===== src/rtl/bptg_pkg.sv =====
// ----------------------------------------------------------------------------
// bptg_pkg
// Shared widths, register indexes and types of the burst pulse train generator.
// ----------------------------------------------------------------------------
package bptg_pkg;

  localparam int TIME_WIDTH  = 32;
  localparam int COUNT_WIDTH = 16;
  localparam int CFG_IDX_W   = 3;
  localparam int CFG_DATA_W  = 32;

  localparam logic [CFG_IDX_W-1:0] REG_START_DELAY = 3'd0;
  localparam logic [CFG_IDX_W-1:0] REG_PULSE_HIGH  = 3'd1;
  localparam logic [CFG_IDX_W-1:0] REG_PULSE_LOW   = 3'd2;
  localparam logic [CFG_IDX_W-1:0] REG_PULSES_BLK  = 3'd3;
  localparam logic [CFG_IDX_W-1:0] REG_BLOCK_GAP   = 3'd4;
  localparam logic [CFG_IDX_W-1:0] REG_BLOCK_COUNT = 3'd5;

  typedef struct packed {
    logic [TIME_WIDTH-1:0]  start_delay_us;
    logic [TIME_WIDTH-1:0]  pulse_high_us;
    logic [TIME_WIDTH-1:0]  pulse_low_us;
    logic [COUNT_WIDTH-1:0] pulses_per_block;
    logic [TIME_WIDTH-1:0]  block_gap_us;
    logic [COUNT_WIDTH-1:0] block_count;
  } cfg_t;

  typedef struct packed {
    logic                   ttl_level;
    logic [COUNT_WIDTH-1:0] pulse_number;
    logic [COUNT_WIDTH-1:0] block_number;
    logic                   pulse_finished;
    logic [TIME_WIDTH-1:0]  rise_time_us;
    logic                   run_done;
  } result_t;

endpackage


===== src/rtl/bptg_cfg_regs.sv =====
// ----------------------------------------------------------------------------
// bptg_cfg_regs
// Configuration register file, written through its own valid/ready channel.
// ----------------------------------------------------------------------------
module bptg_cfg_regs (
  input  logic                              clk,
  input  logic                              rst_n,
  input  logic                              cfg_valid,
  output logic                              cfg_ready,
  input  logic [bptg_pkg::CFG_IDX_W-1:0]    cfg_index,
  input  logic [bptg_pkg::CFG_DATA_W-1:0]   cfg_data,
  output bptg_pkg::cfg_t                    cfg
);
  import bptg_pkg::*;

  cfg_t cfg_r;

  assign cfg_ready = 1'b1;
  assign cfg       = cfg_r;

  always_ff @(posedge clk) begin
    if (!rst_n) begin
      cfg_r.start_delay_us   <= '0;
      cfg_r.pulse_high_us    <= TIME_WIDTH'(1);
      cfg_r.pulse_low_us     <= TIME_WIDTH'(1);
      cfg_r.pulses_per_block <= COUNT_WIDTH'(1);
      cfg_r.block_gap_us     <= '0;
      cfg_r.block_count      <= COUNT_WIDTH'(1);
    end else if (cfg_valid && cfg_ready) begin
      unique case (cfg_index)
        REG_START_DELAY: cfg_r.start_delay_us   <= cfg_data[TIME_WIDTH-1:0];
        REG_PULSE_HIGH:  cfg_r.pulse_high_us    <= cfg_data[TIME_WIDTH-1:0];
        REG_PULSE_LOW:   cfg_r.pulse_low_us     <= cfg_data[TIME_WIDTH-1:0];
        REG_PULSES_BLK:  cfg_r.pulses_per_block <= cfg_data[COUNT_WIDTH-1:0];
        REG_BLOCK_GAP:   cfg_r.block_gap_us     <= cfg_data[TIME_WIDTH-1:0];
        REG_BLOCK_COUNT: cfg_r.block_count      <= cfg_data[COUNT_WIDTH-1:0];
        default: ;
      endcase
    end
  end

endmodule


===== src/rtl/bptg_in_stage.sv =====
// ----------------------------------------------------------------------------
// bptg_in_stage
// Input register for the tick channel; refills in the cycle it is drained.
// ----------------------------------------------------------------------------
module bptg_in_stage (
  input  logic clk,
  input  logic rst_n,
  input  logic in_valid,
  output logic in_ready,
  input  logic in_restart,
  input  logic advance,
  output logic tick_valid,
  output logic tick_restart
);
  import bptg_pkg::*;

  logic vld_r;
  logic restart_r;

  assign in_ready     = !vld_r || advance;
  assign tick_valid   = vld_r;
  assign tick_restart = restart_r;

  always_ff @(posedge clk) begin
    if (!rst_n) begin
      vld_r <= 1'b0;
    end else if (in_ready) begin
      vld_r <= in_valid;
    end
  end

  always_ff @(posedge clk) begin
    if (in_ready && in_valid) begin
      restart_r <= in_restart;
    end
  end

endmodule


===== src/rtl/bptg_core.sv =====
// ----------------------------------------------------------------------------
// bptg_core
// Sequencer state and the per-tick edge logic: fall first, then rise.
// ----------------------------------------------------------------------------
module bptg_core (
  input  logic               clk,
  input  logic               rst_n,
  input  logic               advance,
  input  logic               restart,
  input  bptg_pkg::cfg_t     cfg,
  output bptg_pkg::result_t  res
);
  import bptg_pkg::*;

  localparam logic [1:0] PH_IDLE = 2'd0;
  localparam logic [1:0] PH_WAIT = 2'd1;
  localparam logic [1:0] PH_HIGH = 2'd2;
  localparam logic [1:0] PH_DONE = 2'd3;

  logic [1:0]             phase_r,   phase_nxt;
  logic [TIME_WIDTH-1:0]  elapsed_r, elapsed_nxt;
  logic [TIME_WIDTH-1:0]  target_r,  target_nxt;
  logic [COUNT_WIDTH-1:0] pulse_r,   pulse_nxt;
  logic [COUNT_WIDTH-1:0] block_r,   block_nxt;
  logic [TIME_WIDTH-1:0]  rise_r,    rise_nxt;

  logic [1:0]             ph0, ph1;
  logic [TIME_WIDTH-1:0]  tgt0;
  logic [COUNT_WIDTH-1:0] pc0, bc0, np, np2, nb;
  logic [TIME_WIDTH-1:0]  high_t, incr, t_high, t_low, t_low_gap;
  logic                   hit, fall, blk_wrap, run_end, rise;

  always_comb begin
    // restart re-arms with elapsed time zero on this tick
    if (restart) begin
      elapsed_nxt = '0;
      tgt0        = cfg.start_delay_us;
      pc0         = '0;
      bc0         = '0;
      ph0         = (cfg.pulses_per_block == '0 || cfg.block_count == '0) ? PH_DONE : PH_WAIT;
    end else begin
      elapsed_nxt = elapsed_r + TIME_WIDTH'(1);
      tgt0        = target_r;
      pc0         = pulse_r;
      bc0         = block_r;
      ph0         = phase_r;
    end

    hit       = (elapsed_nxt == tgt0);
    high_t    = (cfg.pulse_high_us == '0) ? TIME_WIDTH'(1) : cfg.pulse_high_us;
    t_high    = tgt0 + high_t;
    t_low     = tgt0 + cfg.pulse_low_us;
    t_low_gap = tgt0 + cfg.pulse_low_us + cfg.block_gap_us;

    fall     = (ph0 == PH_HIGH) && hit;
    np       = pc0 + COUNT_WIDTH'(1);
    blk_wrap = (np >= cfg.pulses_per_block);
    np2      = blk_wrap ? '0 : np;
    nb       = blk_wrap ? bc0 + COUNT_WIDTH'(1) : bc0;
    incr     = blk_wrap ? cfg.pulse_low_us + cfg.block_gap_us : cfg.pulse_low_us;
    run_end  = (np2 == '0) && (nb >= cfg.block_count);

    ph1       = ph0;
    pulse_nxt = pc0;
    block_nxt = bc0;
    if (fall) begin
      if (run_end) begin
        ph1 = PH_DONE;
      end else begin
        ph1       = PH_WAIT;
        pulse_nxt = np2;
        block_nxt = nb;
      end
    end

    // after a fall the target is now only when low time plus any block gap is zero
    rise = (ph1 == PH_WAIT) && (fall ? (incr == '0) : hit);

    phase_nxt = rise ? PH_HIGH : ph1;
    rise_nxt  = rise ? elapsed_nxt : rise_r;
    priority if (rise) begin
      target_nxt = t_high;
    end else if (fall) begin
      target_nxt = blk_wrap ? t_low_gap : t_low;
    end else begin
      target_nxt = tgt0;
    end

    res.ttl_level      = (phase_nxt == PH_HIGH);
    res.pulse_number   = fall ? pc0 : pulse_nxt;
    res.block_number   = fall ? bc0 : block_nxt;
    res.pulse_finished = fall;
    res.rise_time_us   = fall ? rise_r : '0;
    res.run_done       = (phase_nxt == PH_DONE);
  end

  always_ff @(posedge clk) begin
    if (!rst_n) begin
      phase_r   <= PH_IDLE;
      elapsed_r <= '0;
      target_r  <= '0;
      pulse_r   <= '0;
      block_r   <= '0;
      rise_r    <= '0;
    end else if (advance) begin
      phase_r   <= phase_nxt;
      elapsed_r <= elapsed_nxt;
      target_r  <= target_nxt;
      pulse_r   <= pulse_nxt;
      block_r   <= block_nxt;
      rise_r    <= rise_nxt;
    end
  end

endmodule


===== src/rtl/bptg_out_stage.sv =====
// ----------------------------------------------------------------------------
// bptg_out_stage
// Result register; takes a new result whenever it is empty or being drained.
// ----------------------------------------------------------------------------
module bptg_out_stage (
  input  logic               clk,
  input  logic               rst_n,
  input  logic               load,
  input  bptg_pkg::result_t  res,
  output logic               can_load,
  output logic               out_valid,
  input  logic               out_ready,
  output bptg_pkg::result_t  out_res
);
  import bptg_pkg::*;

  logic    vld_r;
  result_t res_r;

  assign can_load  = !vld_r || out_ready;
  assign out_valid = vld_r;
  assign out_res   = res_r;

  always_ff @(posedge clk) begin
    if (!rst_n) begin
      vld_r <= 1'b0;
    end else if (can_load) begin
      vld_r <= load;
    end
  end

  always_ff @(posedge clk) begin
    if (load) begin
      res_r <= res;
    end
  end

endmodule


===== src/rtl/burst_pulse_train_generator.sv =====
// ----------------------------------------------------------------------------
// burst_pulse_train_generator
// TTL burst stimulus sequencer driven by one tick transfer per microsecond.
// ----------------------------------------------------------------------------
// Usage:
//   in_*   : one transfer per timebase tick; in_restart re-arms the run with
//            elapsed time zero at that tick.
//   out_*  : one result transfer per tick: level, pulse and block index,
//            pulse_finished with the rise time of the pulse that fell, run_done.
//   cfg_*  : register writes (index 0..5), always ready; write only while the
//            block is idle. Registers are read live at each edge.
// Each tick is registered in the input register and its result in the result
// register; throughput is one tick per cycle while out_ready stays high, as the
// state update (elapsed count compare and edge-target add) is combinational.
// Reset: phase idle, level low, counters and times zero, registers at their
// defaults; the block leaves idle only on a restart tick.
// Stall: while out_ready is low a valid result register holds and the input
// register fills once, after which in_ready drops until the result moves.
// ----------------------------------------------------------------------------
module burst_pulse_train_generator (
  input  logic                            clk,
  input  logic                            rst_n,
  input  logic                            in_valid,
  output logic                            in_ready,
  input  logic                            in_restart,
  output logic                            out_valid,
  input  logic                            out_ready,
  output logic                            out_ttl_level,
  output logic [bptg_pkg::COUNT_WIDTH-1:0] out_pulse_number,
  output logic [bptg_pkg::COUNT_WIDTH-1:0] out_block_number,
  output logic                            out_pulse_finished,
  output logic [bptg_pkg::TIME_WIDTH-1:0]  out_rise_time_us,
  output logic                            out_run_done,
  input  logic                            cfg_valid,
  output logic                            cfg_ready,
  input  logic [bptg_pkg::CFG_IDX_W-1:0]   cfg_index,
  input  logic [bptg_pkg::CFG_DATA_W-1:0]  cfg_data
);
  import bptg_pkg::*;

  cfg_t    cfg;
  result_t res, out_res;
  logic    tick_valid, tick_restart, can_load, advance;

  assign advance = tick_valid && can_load;

  bptg_cfg_regs u_cfg (
    .clk       (clk),
    .rst_n     (rst_n),
    .cfg_valid (cfg_valid),
    .cfg_ready (cfg_ready),
    .cfg_index (cfg_index),
    .cfg_data  (cfg_data),
    .cfg       (cfg)
  );

  bptg_in_stage u_in (
    .clk          (clk),
    .rst_n        (rst_n),
    .in_valid     (in_valid),
    .in_ready     (in_ready),
    .in_restart   (in_restart),
    .advance      (advance),
    .tick_valid   (tick_valid),
    .tick_restart (tick_restart)
  );

  bptg_core u_core (
    .clk     (clk),
    .rst_n   (rst_n),
    .advance (advance),
    .restart (tick_restart),
    .cfg     (cfg),
    .res     (res)
  );

  bptg_out_stage u_out (
    .clk       (clk),
    .rst_n     (rst_n),
    .load      (advance),
    .res       (res),
    .can_load  (can_load),
    .out_valid (out_valid),
    .out_ready (out_ready),
    .out_res   (out_res)
  );

  assign out_ttl_level      = out_res.ttl_level;
  assign out_pulse_number   = out_res.pulse_number;
  assign out_block_number   = out_res.block_number;
  assign out_pulse_finished = out_res.pulse_finished;
  assign out_rise_time_us   = out_res.rise_time_us;
  assign out_run_done       = out_res.run_done;

endmodule


===== config.mk =====
export PLATFORM = sky130hd
export DESIGN_NAME = burst_pulse_train_generator
export DESIGN_NICKNAME = d
export VERILOG_FILES = /design/src/rtl/bptg_pkg.sv /design/src/rtl/bptg_cfg_regs.sv /design/src/rtl/bptg_in_stage.sv /design/src/rtl/bptg_core.sv /design/src/rtl/bptg_out_stage.sv /design/src/rtl/burst_pulse_train_generator.sv
export SDC_FILE = /design/constraint.sdc
export NUM_CORES = 1
export LEC_CHECK = 0
export ABC_AREA = 1
export BUFFER_PORTS_ARGS = -buffer_cell sky130_fd_sc_hd__clkbuf_2
export CAP_MARGIN = 5
export CORE_MARGIN = 4
export CORE_UTILIZATION = 55
export CTS_BUF_LIST = sky130_fd_sc_hd__clkbuf_8 sky130_fd_sc_hd__clkbuf_16
export CTS_CLUSTER_DIAMETER = 30
export DETAILED_ROUTE_END_ITERATION = 10
export GPL_ROUTABILITY_DRIVEN = 1
export PLACE_DENSITY = 0.72
export SLEW_MARGIN = 0
export SYNTH_ARGS = -nofsm -noshare
export SYNTH_HDL_FRONTEND = slang
export SYNTH_SLANG_ARGS = --single-unit

===== constraint.sdc =====
create_clock -name clk -period 8.07 [get_ports clk]
set_input_delay 0 -clock clk [delete_from_list [all_inputs] [get_ports clk]]
set_output_delay 0 -clock clk [all_outputs]
set_load 0.02 [all_outputs]

---- Yosys cells after proc, flatten, opt, wreduce, memory -nomap -nowiden ----
Cells that the tools add are included.
storage, ports and cells
  flip-flop bits (word level) ............. 360
  input bits .............................. 41
  output and inout port bits .............. 70
  word-level logic and storage cells ...... 86
operators by class
  add/sub/neg operators ................... 7
  equality and inequality tests ........... 10
  order comparisons ....................... 2
  reductions and logical operators ........ 23
  muxes and demuxes ....................... 23
operator list
  cell                                                                   number
  32-bit 2-to-1 mux                                                      7
  16-bit 2-to-1 mux                                                      10
  32-bit adder                                                           4
  32-bit logical NOT                                                     2
  16-bit logical NOT                                                     3
  16-bit by 1-bit adder with 16-bit output, second input constant        2
  32-bit by 1-bit adder with 32-bit output, second input constant        1
  32-bit equality test                                                   1
  16-bit >= comparator                                                   2
  2-bit AND reduction                                                    7
  2-bit 2-to-1 mux                                                       5
  2-bit equality test, second input constant                             3
  3-bit by 2-bit equality test with 1-bit output, second input constant  2
  3-bit equality test, second input constant                             2
  1-bit logical AND                                                      5
  3-bit by 1-bit equality test with 1-bit output, second input constant  1
  3-bit logical NOT                                                      1
  1-bit logical OR                                                       3
  2-bit by 1-bit equality test with 1-bit output, second input constant  1
  1-bit logical NOT                                                      2
  1-bit 2-to-1 mux                                                       1

---- Depth between registers and ports, before layout ----
Gate-level depths: netlist (run 1).
  depth in word-level cells ............... 12
  gate-level depth with buffers ........... 43
  gate-level depth less buffers ........... 39

---- Hierarchy ----
A second synthesis (run 1) with hierarchy kept.
second synthesis, totals
  cells, all modules ...................... 4369
  area, all modules ....................... 27239.9 µm²
by module, submodules not included
  module                       cells each  area each (µm²)  sequential area each (µm²)  times used
  bptg_core                    3368        18729.2          2602.5                      1
  bptg_cfg_regs                918         6363.6           3203.1                      1
  bptg_out_stage               73          2058.2           2031.9                      1
  bptg_in_stage                8           81.3             50.0                        1
  burst_pulse_train_generator  2           7.5              0.0                         1

---- Worst setup path after synthesis (run 1) ----
No wires, ideal clock.
  path type ............................... reg2reg
  start point ............................. reg u_in.restart_r (netlist: u_in.tick_restart)
  end point ............................... reg u_out.res_r, in the netlist u_out.out_res[66] (data pin)
  cell stages (with the launch flop) ...... 40
  required time ........................... 7806 ps
  setup slack ............................. 2655 ps
  data arrival time ....................... 5151 ps
  setup time .............................. 264 ps
  cell sequence ........................... edfxtp_1 -> buf_2 -> clkbuf_1 -> buf_2 -> buf_1 -> nor2_1 -> ha_1 -> nand3_1 -> nor2_1 -> nand3_1 -> nand2_1 -> nand2_1 -> inv_1 -> ha_1 -> nand2_1 -> inv_1 -> nand3_1 -> nor2_1 -> (+4 left out) -> nand2_1 -> nor2_1 -> nand3_1 -> xor2_1 -> inv_1 -> ha_1 -> nand2_1 -> inv_1 -> nand3_1 -> nor3_1 -> nand3_1 -> nand3_1 -> nand3_2 -> nand4_1 -> nand2_2 -> nand3_4 -> buf_2 -> o21ai_0
RTL lines
  element                 line                  RTL
  from (decl)             bptg_in_stage.sv:18   logic restart_r;
  from (signal assigned)  bptg_in_stage.sv:34   restart_r <= in_restart;
  to (signal assigned)    bptg_out_stage.sv:34  res_r <= res;
  to (decl)               bptg_out_stage.sv:18  result_t res_r;

---- Worst setup path after layout (run 1) ----
  start point ............................. reg u_in.restart_r (netlist: u_in.tick_restart)
  end point ............................... reg u_core.rise_r[9]
between the ends
  word-level cells in the longest chain between the ends .. 11
  elaborated cells between the ends (all ways) .. 24
  those cells by class .................... 2 x add/sub; 2 x order compare; 3 x eq/ne; 11 x mux; 6 x reduce/logical
ends and longest elaborated chain
  element                                                     line                              RTL
  16-bit 2-to-1 mux                                           bptg_core.sv:35                   if (restart) begin
  16-bit by 1-bit adder with 16-bit output                    bptg_core.sv:56                   np = pc0 + COUNT_WIDTH'(1);
  16-bit >= comparator                                        bptg_core.sv:57                   blk_wrap = (np >= cfg.pulses_per_block);
  16-bit 2-to-1 mux (on tied branches)                        bptg_core.sv:59, bptg_core.sv:58
  16-bit >= comparator or 16-bit logical NOT (tied branches)  bptg_core.sv:61                   run_end = (np2 == '0) && (nb >= cfg.block_count);
  1-bit logical AND                                           bptg_core.sv:61
  2-bit 2-to-1 mux                                            bptg_core.sv:67                   if (run_end) begin
  2-bit 2-to-1 mux                                            bptg_core.sv:66                   if (fall) begin
  2-bit by 1-bit equality test with 1-bit output              bptg_core.sv:77                   rise = (ph1 == PH_WAIT) && (fall ? (incr == '0) : hit);
  1-bit logical AND                                           bptg_core.sv:77
  2-bit AND reduction (no source line)                        -
  to (signal assigned)                                        bptg_core.sv:111                  rise_r <= rise_nxt;
  to (decl)                                                   bptg_core.sv:25                   logic [TIME_WIDTH-1:0] rise_r, rise_nxt;
Several ways; a longest one is shown, not always the timed one.
A chain may end at the register's enable or synchronous reset.

==> results of run 1 <==
## kinds of logic (layout without fill, tap and decap cells)
kind of cell | after synthesis | in the layout
and+or+nand+nor | 2087 | 2087
AOI/OAI and AO/OA | 759 | 759
buffers and inverters | 693 | 852
DFF | 360 | 360
adders and majority gates | 163 | 163
xor gates and xnor gates | 99 | 99
muxes | 6 | 6
other | 1 | 3
## power breakdown
part | internal, mW | switching [mW]
registers | 1.90 | 0.0556
clock network | 2.23 | 1.12
logic | 0.276 | 0.617
## registers in the layout, indices dropped and copies added (netlist names)
| signal | cells |
|---|---|
| u_core.pulse_r | 16 |
| u_core.elapsed_r | 32 |
| u_in.tick_restart | 1 |
| u_cfg.cfg | 160 |
| u_core.target_r | 32 |
| u_core.block_r | 16 |
| u_out.out_valid | 1 |
| u_core.rise_r | 32 |
| u_in.tick_valid | 1 |
| u_out.out_res | 67 |
| u_core.phase_r | 2 |
## cells in the mapped netlist, drive strengths merged
| cell | n | area share, % |
|---|---|---|
| nand2 | 1016 | 15 |
| nor2 | 661 | 9.7 |
| inv | 521 | 7.4 |
| o21ai | 383 | 7.3 |
| dfxtp | 292 | 22 |
| a21oi | 284 | 5.4 |
| nand3 | 203 | 3.9 |
| ha | 159 | 7.6 |
| clkbuf | 129 | 1.8 |
| nand4 | 76 | 1.8 |
| edfxtp | 68 | 7.8 |
| xor2 | 65 | 2.2 |
| buf | 39 | 0.94 |
| nor3 | 39 | 0.76 |
| or2 | 35 | 0.83 |
| xnor2 | 34 | 1.1 |
| nor4 | 24 | 0.57 |
| o211ai | 21 | 0.60 |
| nand3b | 20 | 0.57 |
| o21bai | 16 | 0.46 |
| o21a | 14 | 0.40 |
| a21o | 13 | 0.37 |
| a31oi | 10 | 0.24 |
| a21boi | 8 | 0.23 |
| and2 | 8 | 0.19 |
| mux2i | 6 | 0.23 |
| clkinv | 4 | 0.057 |
| fa | 4 | 0.30 |
| a221oi | 3 | 0.10 |
| nor3b | 3 | 0.086 |
| o221ai | 3 | 0.10 |
| a211oi | 1 | 0.029 |
| a31o | 1 | 0.033 |
| and3 | 1 | 0.024 |
| conb | 1 | 0.014 |
| o31ai | 1 | 0.029 |
| o41ai | 1 | 0.033 |
| or4 | 1 | 0.029 |
## metal layers
metal / part of all wire, % / vias up / GRT usage (%)
met2: 43 / 1084 / 52.1
met1: 44 / 12300 / 46.3
met5: 0 / - / 0
li1: - / 13700 / -
met3: 8.5 / 208 / 6.15
met4: 4.6 / 0 / 15.1
## placed cells by master, fill, tap and decap left out, drive strengths merged, types with 35 or more instances in the layout
master       instances
nand4               76
nand3              203
nor2               661
inv                533
edfxtp              68
a21oi              284
o21ai              383
nor3                39
clkbuf             202
xor2                65
nand2             1016
dfxtp              292
or2                 35
ha                 159
dlygate4sd3         43
## final cells by class
cell class	count	area, µm²
antenna	2	5.00
clock buffer	94	2260
clock inverter	52	559
fill	4457	16500
inverter	525	1980
multi-input combinational	3115	15800
sequential	360	7890
tap	607	759
timing repair buffer	181	1200
## how the worst max path moves through the flow
stage                 startpoint                 to  slack, ps  cells after the start
3_3_place_gp   u_in.tick_restart   u_core.rise_r[3]       1430                     36
4_1_cts        u_in.tick_restart   u_core.rise_r[9]       1140                     36
3_5_place_dp   u_in.tick_restart   u_core.rise_r[9]       1200                     36
2_1_floorplan  u_in.tick_restart  u_out.out_res[66]       2660                     39
5_1_grt        u_in.tick_restart   u_core.rise_r[9]        300                     37
6_report       u_in.tick_restart   u_core.rise_r[9]       1030                     36
## metrics by stage
stage               power [mW]  instance area (µm²)
floorplan                 2.57                26300
global placement          2.84                27100
detailed placement        2.84                27100
CTS                       6.20                30400
global route              6.40                30400
finish                    6.20                30400
## worst max-delay path, delay by kind of cell, from the launching register on
kind,cells,cell delay (ps)
AOI/OAI and AO/OA,2,250
xor gates and xnor gates,1,140
adders and majority gates,2,590
buffers and inverters,5,490
DFF,1,620
and+or+nand+nor,26,4680
==> summary.txt, run 1 <==
STA
  • Total Neg Setup Slack: 0 ps
  • Setup WS post-layout: 1030 ps
  • Final worst path period need: 7040 ps
  • F_max: 142 MHz
  • Worst hold slack: 208 ps
  • Slew Limit Fails: 0
  • Worst Skew: 21.0 ps
  • Tcrit/Tclk final: 87.2%
  • Final setup violation count: 0
  • Slew @ Worst Pin: 1160 ps
  • Final Hold Vio Count: 0
  • Slew margin rel.: between 20 and 25%
  • Unrepaired setup endpoints after global routing: no

Logic synthesis
  • Synth Area in Compound Gates: 15.3%
  • Simple-Gate Fraction of Synth Area: 33.0%
  • Seq/Total Area, Yosys: 30.0%
  • Largest family of logic cells by synthesized area: simple AND/OR/NAND/NOR gates
  • Synth cell types: 52
  • YS warnings: 0
  • Synth Net Count: around 4,400
  • Multiplexer area fraction after synthesis: less than 1%
  • Synth Area in Adders: 7.86%
  • Xor and xnor area share after synthesis: 3.29%
  • Mapped Avg Cell Area: about 6.3 µm²
  • FF+latch count, synth: between 300 and 400
  • Area of the mapped netlist: 0.0263 mm²
  • Cells after Synth: 4,168

Floorplanning
  • Initial Util: 56.1%
  • Die Area: 0.0514 mm²
  • CORE AREA: about 0.047 mm²
  • Num ports: 111
  • Die Y: 227 µm
  • Std-Cell Rows: 79
  • Chip width: around 230 µm

Clocking
  • # hold bufs at CTS: 43
  • Root Driver: clkbuf_16
  • Clock Tree Buf Depth: 3
  • Post_cts resized: 0
  • Htree depth: 3
  • Clk sink count: 360
  • Clk Latency, worst-skew pair: 620 ps
  • CTS clk-pin slew, worst paths: 50 ps
  • Setup repair bufs after CTS: 0
  • CTS Buf Count: 80
  • CTS tree: built

Worst setup path
  • Required time worst endpoint: 8540 ps
  • Most frequent CP cell: nand2_1
  • Crit-path max cell delay: 680 ps
  • CP Data Arrival Time: 7510 ps
  • Slowest CP cell: nor2_8
  • Worst r2r dst: u_core.rise_r[9]
  • Worst setup SP type: flop
  • Crit Path Max Fanout: 52
  • Critical Path End Type: flop
  • FF-to-FF path depth: 36
  • R2R setup slack: 1030 ps
  • R2r startpoint: u_in.tick_restart
  • Critical path class: reg2reg

Routing
  • Vias: 27,300
  • Initial DRC count: 2,721
  • Drt wl/cell: 18.0 µm
  • DR vias/cell: 5.53
  • First drt pass iteration count: 8
  • Detailed-route DRC error count: 0
  • Antenna-violating nets left: 0
  • WL final: 89,100 µm

Worst hold path
  • Hold path endpoint: u_in.tick_restart
  • Worst Min Path Start: in_restart
  • Worst hold path class: in2reg
  • Hold depth: 2

Place
  • Placed Instances: 4,745
  • Placer Congestion: 1.02
  • Count of input and output buffers: roughly 110
  • DP HPWL: 66,700 µm
  • Setup WS pre-CTS: 1200 ps

Power and ir drop
  • Peak VDD IR: 0.170 mV
  • LEAKAGE: ~15 nW
  • Power Density: 204 mW/mm²

Global routing
  • Antenna violations before repair: 1
  • First-pass GRT wire length: 137,000 µm
  • Largest net degree at the start of global routing: 116
  • GR Util All Layers: 33.8%
  • Total grt overflow: 0
  • Vias in the first global route: 24,700

Final layout
  • Layout Cells excl Fill: 4,936
  • Layout cell share with drive strength beyond 1: slightly above 8%
  • Layout area overhead: 15.5%
  • Fin nets: 4,467
  • Layout Utilization: about 65%

Status
  • Status: finished clean

Job
  • Max Cap Violations: 0
(Power assumes the default switching activity.)
==> run 2, diff against run 1 <==
CORE_UTILIZATION = 60   (was 55)
PLACE_DENSITY = 0.78   (was 0.72)
==> summary.txt, run 2 (same netlist as run 1, synthesis figures left out) <==
Clocking
  • Setup repair bufs after CTS: 0 (unchanged)
  • Clock Tree Buf Depth: 3 (unchanged)
  • Clk sink count: 360 (unchanged)
  • CTS Buf Count: 77 (-3.8%)
  • CTS clk-pin slew, worst paths: 50 ps (about the same)
  • CTS tree: built
  • Clk Latency, worst-skew pair: 630 ps (about the same)
  • Root Driver: clkbuf_16
  • Htree depth: 3 (unchanged)

STA
  • Unrepaired setup endpoints after global routing: no
  • Setup WS post-layout: 1050 ps (+18.2 ps)
  • Slew Limit Fails: 0 (unchanged)
  • Total Neg Setup Slack: 0 ps (unchanged)
  • Final setup violation count: 0 (unchanged)
  • Worst Skew: 27.0 ps (+6.01 ps)
  • Slew margin rel.: 23.2% (+0.84 points)
  • Worst hold slack: 35.8 ps (-172 ps)
  • Final Hold Vio Count: 0 (unchanged)
  • Final worst path period need: 7020 ps (-18.2 ps)
  • Slew @ Worst Pin: 1150 ps (-12.5 ps)
  • Tcrit/Tclk final: 87.0% (-0.23 points)
  • F_max: 142 MHz (+0.26%)

Final layout
  • Layout cell share with drive strength beyond 1: 7.74% (-0.39 points)
  • Most common cell after layout, fill and taps aside: nand2_1
  • Fillers: 3,816 (-14%)
  • Commonest non-fill, non-tap cells in the layout: nand2_1, nor2_1, inv_1
  • ANT cells: 0 (-2)
  • Layout area overhead: 14.7%
  • Max FFs per register: 160 (unchanged)
  • Layout Utilization: 69.8% (+5.0 points)
  • Fin nets: 4,456 (-0.25%)

Worst setup path
  • Worst r2r dst: u_core.rise_r[18]
  • Crit-path max cell delay: 680 ps (about the same)
  • Required time worst endpoint: 8550 ps (about the same)
  • Critical path class: reg2reg
  • Slowest CP cell: edfxtp_1
  • R2R setup slack: 1050 ps (+20 ps)
  • FF-to-FF path depth: 36 (unchanged)
  • Critical Path End Type: flop
  • CP Data Arrival Time: 7490 ps (-20 ps)
  • Crit Path Max Fanout: 52 (unchanged)
  • R2r startpoint: u_in.tick_restart
  • Worst setup SP type: flop
  • Most frequent CP cell: nand2_1

Routing
  • Detailed-route DRC error count: 0 (unchanged)
  • Vias: 27,900 (+2.3%)
  • DR vias/cell: 5.70 (+3.1%)
  • Initial DRC count: 3,132 (+15%)
  • Antenna-violating nets left: 0 (unchanged)
  • WL final: 88,100 µm (-1.1%)
  • First drt pass iteration count: 6 (-2)
  • Drt wl/cell: 18.0 µm (-0.38%)

Place
  • Setup WS pre-CTS: 1220 ps (+16.8 ps)
  • Placer Congestion: 1.02 (-0.26%)
  • DP HPWL: 64,600 µm (-3.1%)
  • Count of input and output buffers: 109 (unchanged)

Worst hold path
  • Worst Min Path Start: rst_n
  • Worst hold path class: in2reg
  • Hold depth: 2 (unchanged)
  • Hold path endpoint: u_cfg.cfg[0]

Global routing
  • Vias in the first global route: 25,400 (+2.9%)
  • Largest net degree at the start of global routing: 141 (+22%)
  • GR Util All Layers: 36.3% (+2.5 points)
  • First-pass GRT wire length: 137,000 µm (+0.33%)
  • Total grt overflow: 0 (unchanged)
  • Antenna violations before repair: 2 (+1)

Power and ir drop
  • LEAKAGE: 14.6 nW (-0.47%)
  • Power Density: 202 mW/mm² (-0.76%)
  • Tot Pwr: 6.11 mW (-1.4%)
  • Peak VDD IR: 0.212 mV (+25%)

Job
  • Max Cap Violations: 0 (unchanged)

Status
  • Status: finished clean

Floorplanning
  • Chip width: 217 µm (-4.1%)
  • Num ports: 111 (unchanged)
  • Std-Cell Rows: 76 (-3.8%)
  • CORE AREA: 0.0433 mm² (-7.8%)
  • Initial Util: 60.9% (+4.8 points)
  • Die Area: 0.0473 mm² (-8.0%)
  • Die Y: 217 µm (-4.1%)
-- run 2: cell count changes in the layout (fill, tap and decap cells not counted), sizes merged --
cell and change:
inv +4, clkinv -1, diode -2, buf -7
clkbuf -8, dlygate4sd3 -1, bufinv +3, clkinvlp -3
-- run 2: power by group --
| group | total [mW] | switching (mW) | leakage (nW) | internal [mW] |
|---|---|---|---|---|
| Sequential | 1.96 | 0.0572 | 3.02 | 1.90 |
| Combinational | 0.893 | 0.616 | 10.2 | 0.277 |
| Clock | 3.26 | 1.08 | 1.36 | 2.18 |
| Total | 6.11 | 1.76 | 14.6 | 4.36 |
-- run 2: worst max-delay path by stage --
stage | startpoint | end | depth (start not counted) | slack, ps
after floorplan | u_in.tick_restart | u_out.out_res[66] | 39 | 2660
after global placement | u_in.tick_restart | u_core.rise_r[22] | 36 | 1580
after detailed placement | u_in.tick_restart | u_core.rise_r[22] | 34 | 1220
after CTS | u_in.tick_restart | u_core.rise_r[18] | 34 | 1180
after global routing | u_in.tick_restart | u_core.rise_r[22] | 34 | 330
final | u_in.tick_restart | u_core.rise_r[18] | 36 | 1050
-- run 2: metrics by stage --
stage	area (µm²)	instances
2_1_floorplan	26300	4168
3_3_place_gp	27100	4716
5_1_grt	30200	4899
6_report	30200	4899
4_1_cts	30200	4899
3_5_place_dp	27100	4716
-- run 2: critical path, delay by kind of cell (launching register included) --
| family | cells | cell delay (ps) |
|---|---|---|
| fa+ha+maj | 3 | 810 |
| compound gates | 2 | 280 |
| buf+inv | 5 | 280 |
| simple gates | 25 | 4650 |
| flops | 1 | 680 |
| xor+xnor | 1 | 140 |
-- run 2: area by class of cell --
class / count / area (µm²) / area share, %
clock buffers: 86 / 2080 / 6.90
well taps: 585 / 732 / 2.42
repair buffers: 173 / 1130 / 3.75
inverters: 525 / 1980 / 6.55
flip-flops and latches: 360 / 7890 / 26.1
clock inverters: 55 / 627 / 2.08
multi-input cells: 3115 / 15800 / 52.2
-- run 2: routing by layer --
metal / track usage [%] / up-vias / wire length [µm]
met2: 56.3 / 1432 / 38000
li1: - / 13700 / -
met1: 48.2 / 12500 / 36800
met5: 0 / - / 13
met4: 17.3 / 2 / 4690
met3: 7.94 / 292 / 8600
-- run 2: what timing repair did --
item | CTS | global route
gates resized for setup | 0 | 0
endpoints found under the hold margin | 164 | 0
hold buffers | 42 | 0
